[src/hw/rtl/hvrl_pkg.sv]
// Package with the types and constants of the run-length opening block.
package hvrl_pkg;

    localparam int DEF_MAX_WIDTH  = 256;
    localparam int DEF_MAX_HEIGHT = 256;
    localparam int CFG_W          = 9;
    localparam int RUN_W          = 10;
    localparam int COORD_W        = 8;
    localparam int APB_AW         = 3;
    localparam int APB_DW         = 32;
    localparam logic [CFG_W-1:0] CFG_RESET_SIZE = 9'd256;

    typedef enum logic {
        ACT_WRITE = 1'b0,
        ACT_READ  = 1'b1
    } t_action;

    typedef enum logic {
        REG_WIDTH  = 1'b0,
        REG_HEIGHT = 1'b1
    } t_reg_idx;

    typedef enum logic [1:0] {
        DIR_LEFT,
        DIR_RIGHT,
        DIR_UP,
        DIR_DOWN
    } t_dir;

    typedef enum logic [2:0] {
        ST_CLEAR,
        ST_IDLE,
        ST_CENTER,
        ST_CWAIT,
        ST_SCAN
    } t_state;

    typedef struct packed {
        t_action             action;
        logic [COORD_W-1:0]  col;
        logic [COORD_W-1:0]  row;
        logic                flag_bit;
    } t_in_item;

    typedef struct packed {
        logic signed [RUN_W-1:0] run_value;
        logic                    range_error;
    } t_out_item;

endpackage

[src/hw/rtl/hvrl_ctrl.sv]
// Sequencer that clears the mask, takes items and scans the four runs of a pixel.
module hvrl_ctrl
    import hvrl_pkg::*;
#(
    parameter int MAX_WIDTH  = DEF_MAX_WIDTH,
    parameter int MAX_HEIGHT = DEF_MAX_HEIGHT
) (
    input  logic                                                  i_clk,
    input  logic                                                  i_rst_n,
    input  logic                                                  i_start,
    output logic                                                  o_busy,
    input  t_in_item                                              i_item,
    input  logic [CFG_W-1:0]                                      i_cfg_w,
    input  logic [CFG_W-1:0]                                      i_cfg_h,
    output logic                                                  o_mem_we,
    output logic [$clog2(MAX_WIDTH)+$clog2(MAX_HEIGHT)-1:0]       o_mem_addr,
    output logic                                                  o_mem_wdata,
    input  logic                                                  i_mem_rdata,
    output t_dir                                                  o_step_dir,
    output logic [(($clog2(MAX_WIDTH) > $clog2(MAX_HEIGHT)) ?
                   $clog2(MAX_WIDTH) : $clog2(MAX_HEIGHT))-1:0]   o_step_pos,
    output logic [(($clog2(MAX_WIDTH) > $clog2(MAX_HEIGHT)) ?
                   $clog2(MAX_WIDTH) : $clog2(MAX_HEIGHT)):0]     o_lim_w,
    output logic [(($clog2(MAX_WIDTH) > $clog2(MAX_HEIGHT)) ?
                   $clog2(MAX_WIDTH) : $clog2(MAX_HEIGHT)):0]     o_lim_h,
    input  logic [(($clog2(MAX_WIDTH) > $clog2(MAX_HEIGHT)) ?
                   $clog2(MAX_WIDTH) : $clog2(MAX_HEIGHT))-1:0]   i_step_next,
    input  logic                                                  i_step_edge,
    output logic                                                  o_valid,
    output t_out_item                                             o_result
);

    localparam int CW = $clog2(MAX_WIDTH);
    localparam int RW = $clog2(MAX_HEIGHT);
    localparam int PW = (CW > RW) ? CW : RW;
    localparam int LW = PW + 1;
    localparam int AW = CW + RW;

    t_state              r_state, n_state;
    t_dir                r_dir, n_dir;
    logic [AW-1:0]       r_clr, n_clr;
    logic                r_iss, n_iss;
    logic                r_pend, n_pend;
    logic                r_valid, n_valid;
    logic [CW-1:0]       r_col, n_col;
    logic [RW-1:0]       r_row, n_row;
    logic [PW-1:0]       r_pos, n_pos;
    logic [RUN_W-1:0]    r_hl, n_hl;
    logic [RUN_W-1:0]    r_vl, n_vl;
    t_out_item           r_result, n_result;

    logic [31:0]         w32, h32, col32, row32;
    logic [CW:0]         eff_w;
    logic [RW:0]         eff_h;
    logic                in_range;
    logic                horiz;
    logic                done_now;
    logic                inc;
    logic [RUN_W-1:0]    hl_f, vl_f, run;
    logic [PW-1:0]       col_p, row_p;
    t_dir                next_dir;
    logic [AW-1:0]       scan_addr;

    always_comb begin
        w32   = (32'(i_cfg_w) > 32'(MAX_WIDTH))  ? 32'(MAX_WIDTH)  : 32'(i_cfg_w);
        h32   = (32'(i_cfg_h) > 32'(MAX_HEIGHT)) ? 32'(MAX_HEIGHT) : 32'(i_cfg_h);
        eff_w = w32[CW:0];
        eff_h = h32[RW:0];
        col32 = 32'(i_item.col);
        row32 = 32'(i_item.row);
        in_range = (col32 < 32'(eff_w)) && (row32 < 32'(eff_h));

        col_p = PW'(r_col);
        row_p = PW'(r_row);
        horiz = (r_dir == DIR_LEFT) || (r_dir == DIR_RIGHT);
        done_now = !r_iss || (r_pend && !i_mem_rdata);
        inc      = r_pend && i_mem_rdata;
        hl_f = r_hl + RUN_W'(inc && horiz);
        vl_f = r_vl + RUN_W'(inc && !horiz);
        run  = (hl_f >= vl_f) ? hl_f : ((~vl_f) + RUN_W'(1));

        scan_addr = horiz ? {r_row, r_pos[CW-1:0]} : {r_pos[RW-1:0], r_col};

        unique case (r_dir)
            DIR_LEFT:  next_dir = DIR_RIGHT;
            DIR_RIGHT: next_dir = DIR_UP;
            DIR_UP:    next_dir = DIR_DOWN;
            DIR_DOWN:  next_dir = DIR_DOWN;
        endcase

        o_step_dir = r_dir;
        o_step_pos = r_pos;
        if (r_state == ST_CWAIT) begin
            o_step_dir = DIR_LEFT;
            o_step_pos = col_p;
        end else if ((r_state == ST_SCAN) && done_now) begin
            o_step_dir = next_dir;
            o_step_pos = (next_dir == DIR_RIGHT) ? col_p : row_p;
        end
        o_lim_w = LW'(eff_w);
        o_lim_h = LW'(eff_h);
    end

    always_comb begin
        n_state  = r_state;
        n_dir    = r_dir;
        n_clr    = r_clr;
        n_iss    = r_iss;
        n_pend   = r_pend;
        n_valid  = 1'b0;
        n_col    = r_col;
        n_row    = r_row;
        n_pos    = r_pos;
        n_hl     = r_hl;
        n_vl     = r_vl;
        n_result = r_result;
        o_mem_we    = 1'b0;
        o_mem_addr  = scan_addr;
        o_mem_wdata = 1'b0;

        unique case (r_state)
            ST_CLEAR: begin
                o_mem_we   = 1'b1;
                o_mem_addr = r_clr;
                n_clr      = r_clr + AW'(1);
                if (&r_clr) begin
                    n_state = ST_IDLE;
                end
            end
            ST_IDLE: begin
                if (i_start) begin
                    if (i_item.action == ACT_WRITE) begin
                        o_mem_we    = in_range;
                        o_mem_addr  = {row32[RW-1:0], col32[CW-1:0]};
                        o_mem_wdata = i_item.flag_bit;
                    end else if (!in_range) begin
                        n_valid  = 1'b1;
                        n_result = '{run_value: '0, range_error: 1'b1};
                    end else begin
                        n_col   = col32[CW-1:0];
                        n_row   = row32[RW-1:0];
                        n_state = ST_CENTER;
                    end
                end
            end
            ST_CENTER: begin
                o_mem_addr = {r_row, r_col};
                n_state    = ST_CWAIT;
            end
            ST_CWAIT: begin
                if (!i_mem_rdata) begin
                    n_valid  = 1'b1;
                    n_result = '{run_value: '0, range_error: 1'b0};
                    n_state  = ST_IDLE;
                end else begin
                    n_hl    = RUN_W'(1);
                    n_vl    = RUN_W'(1);
                    n_dir   = DIR_LEFT;
                    n_pos   = i_step_next;
                    n_iss   = !i_step_edge;
                    n_pend  = 1'b0;
                    n_state = ST_SCAN;
                end
            end
            ST_SCAN: begin
                n_hl = hl_f;
                n_vl = vl_f;
                if (done_now) begin
                    if (r_dir == DIR_DOWN) begin
                        n_valid  = 1'b1;
                        n_result = '{run_value: $signed(run), range_error: 1'b0};
                        n_state  = ST_IDLE;
                    end else begin
                        n_dir  = next_dir;
                        n_pos  = i_step_next;
                        n_iss  = !i_step_edge;
                        n_pend = 1'b0;
                    end
                end else begin
                    n_pend = 1'b1;
                    n_iss  = !i_step_edge;
                    n_pos  = i_step_next;
                end
            end
        endcase
    end

    always_ff @(posedge i_clk) begin
        if (!i_rst_n) begin
            r_state <= ST_CLEAR;
            r_dir   <= DIR_LEFT;
            r_clr   <= '0;
            r_iss   <= 1'b0;
            r_pend  <= 1'b0;
            r_valid <= 1'b0;
        end else begin
            r_state <= n_state;
            r_dir   <= n_dir;
            r_clr   <= n_clr;
            r_iss   <= n_iss;
            r_pend  <= n_pend;
            r_valid <= n_valid;
        end
    end

    always_ff @(posedge i_clk) begin
        r_col    <= n_col;
        r_row    <= n_row;
        r_pos    <= n_pos;
        r_hl     <= n_hl;
        r_vl     <= n_vl;
        r_result <= n_result;
    end

    assign o_busy   = (r_state != ST_IDLE);
    assign o_valid  = r_valid;
    assign o_result = r_result;

endmodule

[config.mk]
export PLATFORM = sky130hd
export DESIGN_NAME = hvrl_ctrl
export DESIGN_NICKNAME = d
export VERILOG_FILES = /design/src/hw/rtl/hvrl_pkg.sv /design/src/hw/rtl/hvrl_ctrl.sv
export SDC_FILE = /design/constraint.sdc
export NUM_CORES = 1
export LEC_CHECK = 0
export ABC_CLOCK_PERIOD_IN_PS = 3900
export BUFFER_PORTS_ARGS = -buffer_cell sky130_fd_sc_hd__buf_2
export CORE_ASPECT_RATIO = 0.7
export CORE_MARGIN = 4
export CORE_UTILIZATION = 35
export CTS_BUF_LIST = sky130_fd_sc_hd__clkbuf_4 sky130_fd_sc_hd__clkbuf_8
export DETAILED_ROUTE_END_ITERATION = 7
export SYNTH_ARGS = -nofsm -noshare
export SYNTH_HDL_FRONTEND = slang
export SYNTH_SLANG_ARGS = --single-unit
export TNS_END_PERCENT = 30
[constraint.sdc]
create_clock -name i_clk -period 3.9 [get_ports i_clk]
set_input_delay 0.39 -clock i_clk [delete_from_list [all_inputs] [get_ports i_clk]]
set_output_delay 0.39 -clock i_clk [all_outputs]
set_load 0.01 [all_outputs]
==> impl_metrics.env <==
export IMPL_worst_hold_startpoint="i_step_next[2]"
export IMPL_switching_share=0.237
export IMPL_final_setup_viol_count=0
export IMPL_vias=4210
export IMPL_maxCapViolCount=0
export IMPL_synth_cell_type_count=64
export IMPL_numPortBuffers=107
export IMPL_yosys_cell_count_top_type="edfxtp_1"
export IMPL_synth_warnings=0
export IMPL_drv_slew=0
export IMPL_seq_area_frac_synth=0.421
export IMPL_drc=0
export IMPL_synth_top_area_share=0.326
export IMPL_grt_pass1_vias=3942
export IMPL_p_leak_uw=0.00239
export IMPL_hold_buffers=0
export IMPL_hold_class="in -> reg"
export IMPL_r2r_start="r_pend$_SDFFE_PN0P_"
export IMPL_cts_tree="done"
export IMPL_grt_total_usage=0.160
export IMPL_gp_congestion=0.964
export IMPL_yosysTopAreaCell="edfxtp_1"
export IMPL_fin_tns_setup_ns=0
export IMPL_fin_cells=802
export IMPL_period_share=0.851
export IMPL_rows=36
export IMPL_drt_first_iter_violations=509
export IMPL_start_util=0.360
export IMPL_yosys_top_cells_count="edfxtp_1, nor2_1, ha_1, a21oi_1, o21ai_0"
export IMPL_powerDensity_nw_per_um2=274
export IMPL_num_nets_final=687
export IMPL_ios=108
export IMPL_hpwlAfterDp_mm=10.6
export IMPL_wl_per_cell_microns=16.9
export IMPL_hold_viol=0
export IMPL_fill_cells=1397
export IMPL_crit_arrival_ns=3.41
export IMPL_drtPass1Iterations=6
export IMPL_die_h_microns=109
export IMPL_status="complete, no violations"
export IMPL_combPwrFrac=0.069
export IMPL_layout_drive_gt1_share=0.247
export IMPL_grt_pass1_wl_mm=21.3
export IMPL_coreArea_sq_um=14100
export IMPL_synthCells=511
export IMPL_max_vdd_ir_drop_uv=159
export IMPL_antenna_found_initial=0
export IMPL_routed_wl_mm=13.6
export IMPL_end_kind="flip-flop"
export IMPL_antenna_cells=0
export IMPL_fin_skew_ns=0.0102
export IMPL_clock_latency_ns=0.36
export IMPL_synth_seq_cells=79
export IMPL_worstSetupStartpoint="r_pend$_SDFFE_PN0P_"
export IMPL_die_w_microns=152
export IMPL_worst_slew_pin_transition_ns=1.17
export IMPL_cts_max_path_buffers=2
export IMPL_p_int_uw=1250
export IMPL_post_cts_buffers=0
export IMPL_avgViaCountPerCell=5.25
export IMPL_crit_fanout=10
export IMPL_clk_pin_slew_ns=0.09
export IMPL_grt_overflow=0
export IMPL_grt_start_max_net_pins=24
export IMPL_worstPathRequired_ns=3.99
export IMPL_cts_htree_levels=3
export IMPL_p_switching_uw=388
export IMPL_path_class="reg -> reg"
export IMPL_die_area_sq_um=16500
export IMPL_area_delta_synth_final_pct=18.0
export IMPL_synth_area_sq_um=5070
export IMPL_max_freq_ghz=0.301
export IMPL_synth_fp_nets=591
export IMPL_synthArstFlopShare=0
export IMPL_clock_root_buffer="clkbuf_8"
export IMPL_cp_start_kind="flip-flop"
export IMPL_cts_repair_resized=0
export IMPL_place_inst=786
export IMPL_clkSinkCount=79
export IMPL_seq_power_share=0.546
export IMPL_synth_edf_count=55
export IMPL_cts_made_buffers=9
export IMPL_ys_top_cells_by_area="edfxtp_1, dfxtp_1, ha_1, xnor2_1, mux2i_1"
export IMPL_synth_main_ff_cell="edfxtp_1"
export IMPL_syn_area_per_cell_sq_um=9.91
export IMPL_maxSlewHeadroom=0.215
export IMPL_ant_nets=0
export IMPL_pwr_share_clk=0.385
export IMPL_period_minus_slack_ns=3.32
export IMPL_rsz0062_at_grt="no"
-- layout make-up --
type	count	area, sq um	area share
Timing Repair Buffer	114	588	0.0984
Tap cell	190	238	0.0398
Clock buffer	10	131	0.0220
Sequential cell	79	2130	0.357
Inverter	23	86.3	0.0144
Multi-Input combinational cell	380	2730	0.457
Clock inverter	6	70.1	0.0117
-- final timing paths --
| path | slack (ns) | cells after the start | to |
|---|---|---|---|
| worst max-delay path | 0.58 | 13 | o_result[2]$_DFFE_PP_ |
| worst min-delay path | 0.20 | 1 | r_pos[2]$_DFFE_PP_ |
| worst max register to register | 0.58 | 13 | o_result[2]$_DFFE_PP_ |
| worst min register to register | 0.51 | 1 | r_iss$_SDFFE_PN0P_ |
-- layer usage --
layer	GRT usage	wire, microns	up-vias
met3	0.0385	1020	7
met5	0	0	-
li1	-	-	2076
met2	0.234	5950	152
met4	0.0359	112	0
met1	0.239	6510	1975
-- through the flow --
stage          total power [uW]   util  setup WS [ns]  instance area (sq um)  hold slack, ns
6_report                   1640  0.425          0.580                   5980           0.202
5_1_grt                    1700  0.425          0.108                   5980           0.180
4_1_cts                    1650  0.425          0.366                   5970           0.185
3_5_place_dp               1030  0.410          0.180                   5770           0.493
3_3_place_gp               1020  0.410          0.336                   5770           0.480
2_1_floorplan               969      -          0.120                   5070           0.465
-- power groups by stage --
| stage | registers, uW | logic (uW) | clock network (uW) |
|---|---|---|---|
| after floorplan | 913 | 56.4 | 0 |
| after global placement | 914 | 109 | 0 |
| after detailed placement | 915 | 113 | 0 |
| after CTS | 895 | 113 | 643 |
| after global routing | 896 | 126 | 680 |
| final | 895 | 113 | 630 |
-- state kept, by name, indices dropped and copies added, names as in the netlist --
name	flops
col_p	8
o_result	11
o_valid	1
r_clr	16
r_dir	2
r_hl	10
r_iss	1
r_pend	1
r_pos	8
r_row	8
r_state	3
r_vl	10
-- cells in the final DEF (no fill, tap or decap), drive strengths merged, types with 17 or more instances in the layout --
cell,instances
a21oi,28
buf,114
ha,31
xnor2,25
edfxtp,55
dfxtp,24
and2,22
nor2,44
o21ai,30
nand2b,17
mux2i,19
nand2,25
inv,24
-- worst max-delay path: stages, from the launching register on --
cell and delay (ns):
dfxtp_1 0.36, and3_1 0.18, ha_1 0.27, nand3_1 0.11, nor2_1 0.18, xor2_1 0.33
inv_1 0.14, ha_1 0.33, a2111oi_2 0.37, o21ai_0 0.14, o21ai_0 0.12, nand2b_2 0.27
mux2i_1 0.21, nor2_1 0.05
-- cells by family after synthesis --
logic type / share of synthesized area
adders and majority gates: 0.0766
buffers and inverters: 0.0437
AOI/OAI and AO/OA: 0.153
xor gates and xnor gates: 0.0669
DFF: 0.421
and+or+nand+nor: 0.201
muxes: 0.0375
Note: power is estimated with default switching activity, not from simulation.
