File: src/hw/rtl/hvrl_pkg.sv
// Package with the types and constants of the run-length opening block.
package hvrl_pkg;

    localparam int DEF_MAX_WIDTH  = 256;
    localparam int DEF_MAX_HEIGHT = 256;
    localparam int CFG_W          = 9;
    localparam int RUN_W          = 10;
    localparam int COORD_W        = 8;
    localparam int APB_AW         = 3;
    localparam int APB_DW         = 32;
    localparam logic [CFG_W-1:0] CFG_RESET_SIZE = 9'd256;

    typedef enum logic {
        ACT_WRITE = 1'b0,
        ACT_READ  = 1'b1
    } t_action;

    typedef enum logic {
        REG_WIDTH  = 1'b0,
        REG_HEIGHT = 1'b1
    } t_reg_idx;

    typedef enum logic [1:0] {
        DIR_LEFT,
        DIR_RIGHT,
        DIR_UP,
        DIR_DOWN
    } t_dir;

    typedef enum logic [2:0] {
        ST_CLEAR,
        ST_IDLE,
        ST_CENTER,
        ST_CWAIT,
        ST_SCAN
    } t_state;

    typedef struct packed {
        t_action             action;
        logic [COORD_W-1:0]  col;
        logic [COORD_W-1:0]  row;
        logic                flag_bit;
    } t_in_item;

    typedef struct packed {
        logic signed [RUN_W-1:0] run_value;
        logic                    range_error;
    } t_out_item;

endpackage

File: src/hw/rtl/hvrl_step.sv
// Shared step unit that moves a scan position by one and flags the edge of the mask.
module hvrl_step
    import hvrl_pkg::*;
#(
    parameter int PW = 8
) (
    input  t_dir          i_dir,
    input  logic [PW-1:0] i_pos,
    input  logic [PW:0]   i_lim_w,
    input  logic [PW:0]   i_lim_h,
    output logic [PW-1:0] o_next,
    output logic          o_edge
);

    logic          dec;
    logic [PW:0]   lim;
    logic [PW:0]   pos_inc;

    always_comb begin
        dec     = (i_dir == DIR_LEFT) || (i_dir == DIR_UP);
        lim     = ((i_dir == DIR_LEFT) || (i_dir == DIR_RIGHT)) ? i_lim_w : i_lim_h;
        pos_inc = {1'b0, i_pos} + {{PW{1'b0}}, 1'b1};
        if (dec) begin
            o_next = i_pos - {{(PW-1){1'b0}}, 1'b1};
            o_edge = (i_pos == '0);
        end else begin
            o_next = pos_inc[PW-1:0];
            o_edge = (pos_inc >= lim);
        end
    end

endmodule

File: config.mk
export PLATFORM = sky130hd
export DESIGN_NAME = hvrl_step
export DESIGN_NICKNAME = d
export VERILOG_FILES = /design/src/hw/rtl/hvrl_pkg.sv /design/src/hw/rtl/hvrl_step.sv
export SDC_FILE = /design/constraint.sdc
export NUM_CORES = 1
export LEC_CHECK = 0
export BUFFER_PORTS_ARGS = -buffer_cell sky130_fd_sc_hd__buf_4
export CAP_MARGIN = 20
export CORE_MARGIN = 2
export CORE_UTILIZATION = 48
export DETAILED_ROUTE_END_ITERATION = 16
export GPL_ROUTABILITY_DRIVEN = 0
export PLACE_DENSITY = 0.84
export SYNTH_ARGS = -nofsm -noshare
export SYNTH_HDL_FRONTEND = slang
export SYNTH_SLANG_ARGS = --single-unit
File: constraint.sdc
create_clock -name vclk -period 2.15
set_input_delay 0 -clock vclk [all_inputs]
set_output_delay 0 -clock vclk [all_outputs]
set_load 0.02 [all_outputs]
==> flow_metrics.env, run 1 <==
export IMPL_status="finished clean"
export IMPL_mostFrequentLayoutCells="buf_4 (37), ha_1 (12), xnor2_1 (10)"
export IMPL_setup_tns_ps=0
export IMPL_synth_top_cell_area_share=0.222
export IMPL_seqPwrFrac=0
export IMPL_n_fill_cell=123
export IMPL_fin_nets=152
export IMPL_dp_hpwl_um=1420
export IMPL_worstHoldPathType="input port to output port"
export IMPL_area_growth_pct=39.1
export IMPL_die_width_um=41.5
export IMPL_fin_util=0.722
export IMPL_syn_cell_area_um2=676
export IMPL_drive_above_1_share=0.418
export IMPL_fin_crit_sh=0.854
export IMPL_yosys_area_share_xor_xnor=0.169
export IMPL_grt_start_max_net_pins=14
export IMPL_wl_per_cell_um=12.8
export IMPL_rsz0062_at_grt="no"
export IMPL_fmax_mhz=545
export IMPL_start_kind="input port"
export IMPL_period_needed_ps=1840
export IMPL_clock_power_share=0
export IMPL_switchingPower_mw=0.0980
export IMPL_nClkBuffers=0
export IMPL_ys_seq_area_frac=0
export IMPL_relSlewSlack=0.764
export IMPL_netlist_instances=77
export IMPL_cp_required_ps=2150
export IMPL_start_util=0.519
export IMPL_min_from="i_pos[0]"
export IMPL_via_per_inst=5.42
export IMPL_combPwrFrac=1.000
export IMPL_worst_slew_pin_slew_ps=350
export IMPL_placed_cells=125
export IMPL_track_usage=0.199
export IMPL_totalWireLength_um=1600
export IMPL_multi_input_area_um2=632
export IMPL_p_per_area_nw_per_um2=219
export IMPL_drc=0
export IMPL_p_sw_frac=0.477
export IMPL_syn_avg_cell_area_um2=8.77
export IMPL_fin_cells=125
export IMPL_antenna_cells=0
export IMPL_ys_warn_count=0
export IMPL_setup_violations=0
export IMPL_synth_top_family_by_area="simple AND/OR/NAND/NOR gates"
export IMPL_slew_viol_final=0
export IMPL_ir_drop_mv=0.148
export IMPL_synth_largest_area_cell="ha_1"
export IMPL_seq_area_um2=0
export IMPL_synth_fa_ha_area_frac=0.222
export IMPL_finalPower_mw=0.205
export IMPL_cts_setup_buffers=0
export IMPL_synth_simple_area_share=0.228
export IMPL_ctsHoldBuffers=0
export IMPL_synth_compound_area_frac=0.181
export IMPL_cp_end_kind="output port"
export IMPL_ios=37
export IMPL_cp_arrival_ps=1840
export IMPL_portBuffers=37
export IMPL_hold_violations=0
export IMPL_hold_depth=3
export IMPL_internal_power_mw=0.107
export IMPL_die_area_um2=1720
export IMPL_synth_cell_types=34
export IMPL_grt_pass1_vias=664
export IMPL_grt_overflow=0
export IMPL_n_sequential_cell=0
export IMPL_drt_pass1_iterations=2
export IMPL_drtAntennaViolNets=0
export IMPL_rows=13
export IMPL_core_um2=1300
export IMPL_grt_pass1_wl_um=2890
export IMPL_drv_cap=0
export IMPL_synth_fp_nets=117
export IMPL_crit_type="input port to output port"
export IMPL_post_cts_resized=0
export IMPL_antenna_found_initial=0
export IMPL_first_iter_violations=2
export IMPL_whs_endpoint="o_next[0]"
export IMPL_num_vias=678
export IMPL_hold_ws_ps=310
export IMPL_leakage_nw=0.463
export IMPL_synth_area_top_cells="ha_1 (22%), xnor2_1 (13%), mux2i_1 (12%)"
export IMPL_crit_path_max_fanout=9
export IMPL_final_common_cell="buf_4"
export IMPL_die_h_um=41.5
export IMPL_synth_mux_area_fraction=0.135
## synth_stat cells (all sizes together), types with 2 or more instances
cell	number
a21oi	2
ha	12
nor4	2
xor2	3
a22oi	3
mux2i	8
and2	2
xnor2	10
nor2	5
buf	4
nand3	2
inv	3
o21ai	2
and3	4
## metal layers
metal / routed length [um] / global-route usage / vias to the layer above
met3: 107 / 0.0130 / 0
met4: 0 / 0 / 0
met2: 842 / 0.413 / 24
met1: 653 / 0.229 / 304
met5: 0 / 0 / -
li1: - / - / 350
## worst max path at each step
stage	start	end	cells after the start
5_1_grt	i_pos[0]	o_edge	10
2_1_floorplan	i_dir[1]	o_edge	7
4_1_cts	i_dir[1]	o_edge	8
3_5_place_dp	i_dir[1]	o_edge	8
3_3_place_gp	i_dir[1]	o_edge	8
6_report	i_dir[1]	o_edge	8
## per-stage QoR
| stage | cell area (um2) | setup slack (ps) |
|---|---|---|
| floorplan | 676 | 390 |
| global placement | 940 | 337 |
| detailed placement | 940 | 301 |
| CTS | 940 | 302 |
| global route | 940 | 248 |
| finish | 940 | 314 |
## power by group through the flow
stage	combinational [mW]	sequential (mW)	clock [mW]
after floorplan	0.126	0	0
after global placement	0.201	0	0
after detailed placement	0.207	0	0
after CTS	0.208	0	0
after global routing	0.225	0	0
final	0.205	0	0
## area by class of cell
type / count / share of cell area
repair buffers: 37 / 0.296
multi-input cells: 70 / 0.672
inverters: 3 / 0.0120
well taps: 15 / 0.0200
## logic make-up (layout without fill, tap and decap cells)
group	after synthesis	in the layout
AO/OA/AOI/OAI	13	13
multiplexers	9	9
AND/OR/NAND/NOR	23	23
XOR/XNOR	13	13
adder cells (fa/ha/maj)	12	12
buffers and inverters	7	40
## worst max-delay path, cell delays in order
cell       delay, ps
buf_4            170
mux2_2           360
ha_1             270
nand2b_4         130
a211o_1          310
a2111oi_4        360
o21ai_2           70
buf_4            160
(Power assumes the default switching activity.)
==> run 2: changes to the inputs <==
--- a/config.mk
+++ b/config.mk
@@ -8,10 +8,10 @@
 export BUFFER_PORTS_ARGS = -buffer_cell sky130_fd_sc_hd__buf_4
 export CAP_MARGIN = 20
 export CORE_MARGIN = 2
-export CORE_UTILIZATION = 48
+export CORE_UTILIZATION = 45
 export DETAILED_ROUTE_END_ITERATION = 16
 export GPL_ROUTABILITY_DRIVEN = 0
-export PLACE_DENSITY = 0.84
+export PLACE_DENSITY = 0.8
 export SYNTH_ARGS = -nofsm -noshare
 export SYNTH_HDL_FRONTEND = slang
 export SYNTH_SLANG_ARGS = --single-unit
==> flow_metrics.env, run 2 (synthesis gave the netlist of run 1 again) <==
export IMPL_status="finished clean"
export IMPL_rows=13
export IMPL_slowest_stage="mux2_2"
export IMPL_post_cts_resized=0
export IMPL_grt_pass1_wl_um=2900
export IMPL_setup_tns_ps=0
export IMPL_drt_pass1_iterations=4
export IMPL_drive_above_1_share=0.418
export IMPL_ctsHoldBuffers=0
export IMPL_core_um2=1350
export IMPL_totalWireLength_um=1560
export IMPL_drtAntennaViolNets=0
export IMPL_antenna_cells=0
export IMPL_final_common_cell="buf_4"
export IMPL_track_usage=0.190
export IMPL_worst_slew_pin_slew_ps=315
export IMPL_rsz0062_at_grt="no"
export IMPL_cp_required_ps=2150
export IMPL_internal_power_mw=0.108
export IMPL_critPathMaxStageDelay_ps=360
export IMPL_placed_cells=125
export IMPL_fmax_mhz=542
export IMPL_ir_drop_mv=0.125
export IMPL_die_width_um=42.8
export IMPL_num_vias=681
export IMPL_grt_overflow=0
export IMPL_clock_power_share=0
export IMPL_start_kind="input port"
export IMPL_cp_end_kind="output port"
export IMPL_path_cells="buf_4 > mux2_2 > ha_1 > nand2b_4 > a211o_1 > a2111oi_4 > o21ai_2 > buf_4"
export IMPL_crit_top_cell="buf_4"
export IMPL_start_util=0.500
export IMPL_crit_type="input port to output port"
export IMPL_p_per_area_nw_per_um2=219
export IMPL_relSlewSlack=0.788
export IMPL_antenna_found_initial=0
export IMPL_switchingPower_mw=0.0977
export IMPL_nClkBuffers=0
export IMPL_die_area_um2=1830
export IMPL_fin_crit_sh=0.858
export IMPL_mostFrequentLayoutCells="buf_4 (37), ha_1 (12), xnor2_1 (10)"
export IMPL_seq_area_um2=0
export IMPL_area_growth_pct=39.1
export IMPL_via_per_inst=5.45
export IMPL_hold_depth=3
export IMPL_cp_arrival_ps=1840
export IMPL_wl_per_cell_um=12.4
export IMPL_period_needed_ps=1840
export IMPL_combPwrFrac=1.000
export IMPL_drv_cap=0
export IMPL_grt_start_max_net_pins=14
export IMPL_drc=0
export IMPL_dp_hpwl_um=1370
export IMPL_setup_violations=0
export IMPL_n_sequential_cell=0
export IMPL_ios=37
export IMPL_first_iter_violations=4
export IMPL_worstHoldPathType="input port to output port"
export IMPL_seqPwrFrac=0
export IMPL_fin_cells=125
export IMPL_die_h_um=42.8
export IMPL_n_fill_cell=127
export IMPL_crit_path_max_fanout=9
export IMPL_hold_violations=0
export IMPL_p_sw_frac=0.476
export IMPL_grt_pass1_vias=725
export IMPL_cts_setup_buffers=0
export IMPL_slew_viol_final=0
export IMPL_portBuffers=37
export IMPL_fin_nets=152
export IMPL_leakage_nw=0.463
[run 2: cell counts in the layout (fill, tap and decap cells not counted)]
No cell type changed its count.
[run 2: cell type report]
cell class	instances	area, um2	area share
repair buffers	37	278	0.296
well taps	15	18.8	0.0200
inverters	3	11.3	0.0120
multi-input cells	70	632	0.672
[run 2: layer usage]
layer | global-route usage | routed length [um]
met5 | 0 | 0
met3 | 0.0128 | 109
met4 | 0.00625 | 0
met1 | 0.225 | 602
met2 | 0.379 | 843
[run 2: worst max-delay path, delay by kind of cell]
| kind | cells | cell delay [ps] |
|---|---|---|
| multiplexers | 1 | 360 |
| AO/OA/AOI/OAI | 3 | 760 |
| adder cells (fa/ha/maj) | 1 | 270 |
| buffers and inverters | 2 | 330 |
| AND/OR/NAND/NOR | 1 | 130 |
[run 2: worst paths after layout]
check | from | endpoint
setup / recovery | i_dir[1] | o_edge
hold / removal | i_pos[0] | o_next[0]
[run 2: metrics by stage]
step	power [mW]	setup slack, ps	cell area (um2)	util	hold WS, ps
6_report	0.205	305	940	0.696	313
5_1_grt	0.228	204	940	0.696	343
4_1_cts	0.208	285	940	0.696	314
3_5_place_dp	0.207	285	940	0.696	314
3_3_place_gp	0.202	332	940	0.696	312
2_1_floorplan	0.126	390	676	-	76.6
[run 2: power by group through the flow]
stage | Clock, mW | Combinational (mW) | Sequential (mW)
6_report | 0 | 0.205 | 0
5_1_grt | 0 | 0.228 | 0
4_1_cts | 0 | 0.208 | 0
3_5_place_dp | 0 | 0.207 | 0
3_3_place_gp | 0 | 0.202 | 0
2_1_floorplan | 0 | 0.126 | 0
==> run 3: changes to the inputs <==
--- a/config.mk
+++ b/config.mk
@@ -8,10 +8,10 @@
 export BUFFER_PORTS_ARGS = -buffer_cell sky130_fd_sc_hd__buf_4
 export CAP_MARGIN = 20
 export CORE_MARGIN = 2
-export CORE_UTILIZATION = 45
+export CORE_UTILIZATION = 40
 export DETAILED_ROUTE_END_ITERATION = 16
 export GPL_ROUTABILITY_DRIVEN = 0
-export PLACE_DENSITY = 0.8
+export PLACE_DENSITY = 0.72
 export SYNTH_ARGS = -nofsm -noshare
 export SYNTH_HDL_FRONTEND = slang
 export SYNTH_SLANG_ARGS = --single-unit
==> flow_metrics.env, run 3 (synthesis gave the netlist of run 1 again) <==
export IMPL_drt_pass1_iterations=2
export IMPL_post_cts_resized=0
export IMPL_grt_pass1_vias=617
export IMPL_track_usage=0.150
export IMPL_final_common_cell="buf_4"
export IMPL_grt_start_max_net_pins=14
export IMPL_crit_top_cell="buf_4"
export IMPL_drive_above_1_share=0.418
export IMPL_leakage_nw=0.463
export IMPL_hold_violations=0
export IMPL_via_per_inst=5.37
export IMPL_critPathMaxStageDelay_ps=360
export IMPL_nClkBuffers=0
export IMPL_relSlewSlack=0.782
export IMPL_fin_nets=152
export IMPL_drtAntennaViolNets=0
export IMPL_placed_area_um2=941
export IMPL_seq_area_um2=0
export IMPL_grt_overflow=0
export IMPL_fin_crit_sh=0.852
export IMPL_die_width_um=45.1
export IMPL_drc=0
export IMPL_core_um2=1540
export IMPL_path_cells="buf_4 > mux2_2 > ha_1 > nand2b_4 > a211o_1 > a2111oi_4 > o21ai_2 > buf_4"
export IMPL_ctsHoldBuffers=0
export IMPL_worst_slew_pin_slew_ps=325
export IMPL_status="finished clean"
export IMPL_totalWireLength_um=1500
export IMPL_portBuffers=37
export IMPL_final_cell_area_um2=941
export IMPL_die_h_um=45.1
export IMPL_rows=14
export IMPL_drv_cap=0
export IMPL_cts_setup_buffers=0
export IMPL_cp_arrival_ps=1830
export IMPL_p_per_area_nw_per_um2=216
export IMPL_antenna_found_initial=0
export IMPL_start_util=0.438
export IMPL_first_iter_violations=1
export IMPL_ir_drop_mv=0.121
export IMPL_crit_type="input port to output port"
export IMPL_slowest_stage="a2111oi_4"
export IMPL_die_area_um2=2030
export IMPL_period_needed_ps=1830
export IMPL_finalPower_mw=0.203
export IMPL_worstHoldPathType="input port to output port"
export IMPL_ios=37
export IMPL_slew_viol_final=0
export IMPL_setup_ws_ps=318
export IMPL_antenna_cells=0
export IMPL_setup_tns_ps=0
export IMPL_wl_per_cell_um=11.9
export IMPL_n_sequential_cell=0
export IMPL_fmax_mhz=546
export IMPL_setup_violations=0
export IMPL_start_kind="input port"
export IMPL_num_vias=676
export IMPL_crit_path_max_fanout=9
export IMPL_rsz0062_at_grt="no"
export IMPL_mostFrequentLayoutCells="buf_4 (37), ha_1 (12), xnor2_1 (10)"
export IMPL_grt_pass1_wl_um=2410
export IMPL_cp_required_ps=2150
export IMPL_area_growth_pct=39.3
export IMPL_place_ws_ps=302
export IMPL_dp_hpwl_um=1320
export IMPL_cp_end_kind="output port"
-- run 3: cell counts in the layout (fill, tap and decap cells not counted) --
No cell type changed its count.
-- run 3: final cells by class --
| class | count | area (um2) |
|---|---|---|
| inverters | 3 | 11.3 |
| fillers | 150 | 601 |
| multi-input cells | 70 | 632 |
| repair buffers | 37 | 278 |
| well taps | 16 | 20.0 |
-- run 3: final timing paths --
path,slack (ps),from,cells past startpoint,to
hold / removal,310,i_pos[0],3,o_next[0]
setup / recovery,320,i_dir[1],8,o_edge
-- run 3: routing by layer --
metal | up-vias | share of wire | track usage | wire length (um)
li1 | 350 | - | - | -
met1 | 302 | 0.41 | 0.178 | 611
met2 | 24 | 0.50 | 0.303 | 746
met3 | 0 | 0.095 | 0.0120 | 142
met4 | 0 | 0 | 0 | 0
met5 | - | 0 | 0 | 0
-- run 3: through the flow --
step / hold slack [ps] / utilization / cells
after global placement: 310 / 0.610 / 126
after global routing: 334 / 0.610 / 126
after CTS: 313 / 0.610 / 126
after floorplan: 76.6 / - / 77
final: 307 / 0.610 / 126
after detailed placement: 313 / 0.610 / 126
-- run 3: power by group --
part,internal [mW],switching (mW)
clock network,0,0
registers,0,0
logic,0.107,0.0963
-- run 3: worst max-delay path: cells and delay by family --
kind | cells | cell delay (ps)
AOI/OAI and AO/OA | 3 | 760
and+or+nand+nor | 1 | 130
buffers and inverters | 2 | 330
adders and majority gates | 1 | 260
muxes | 1 | 350
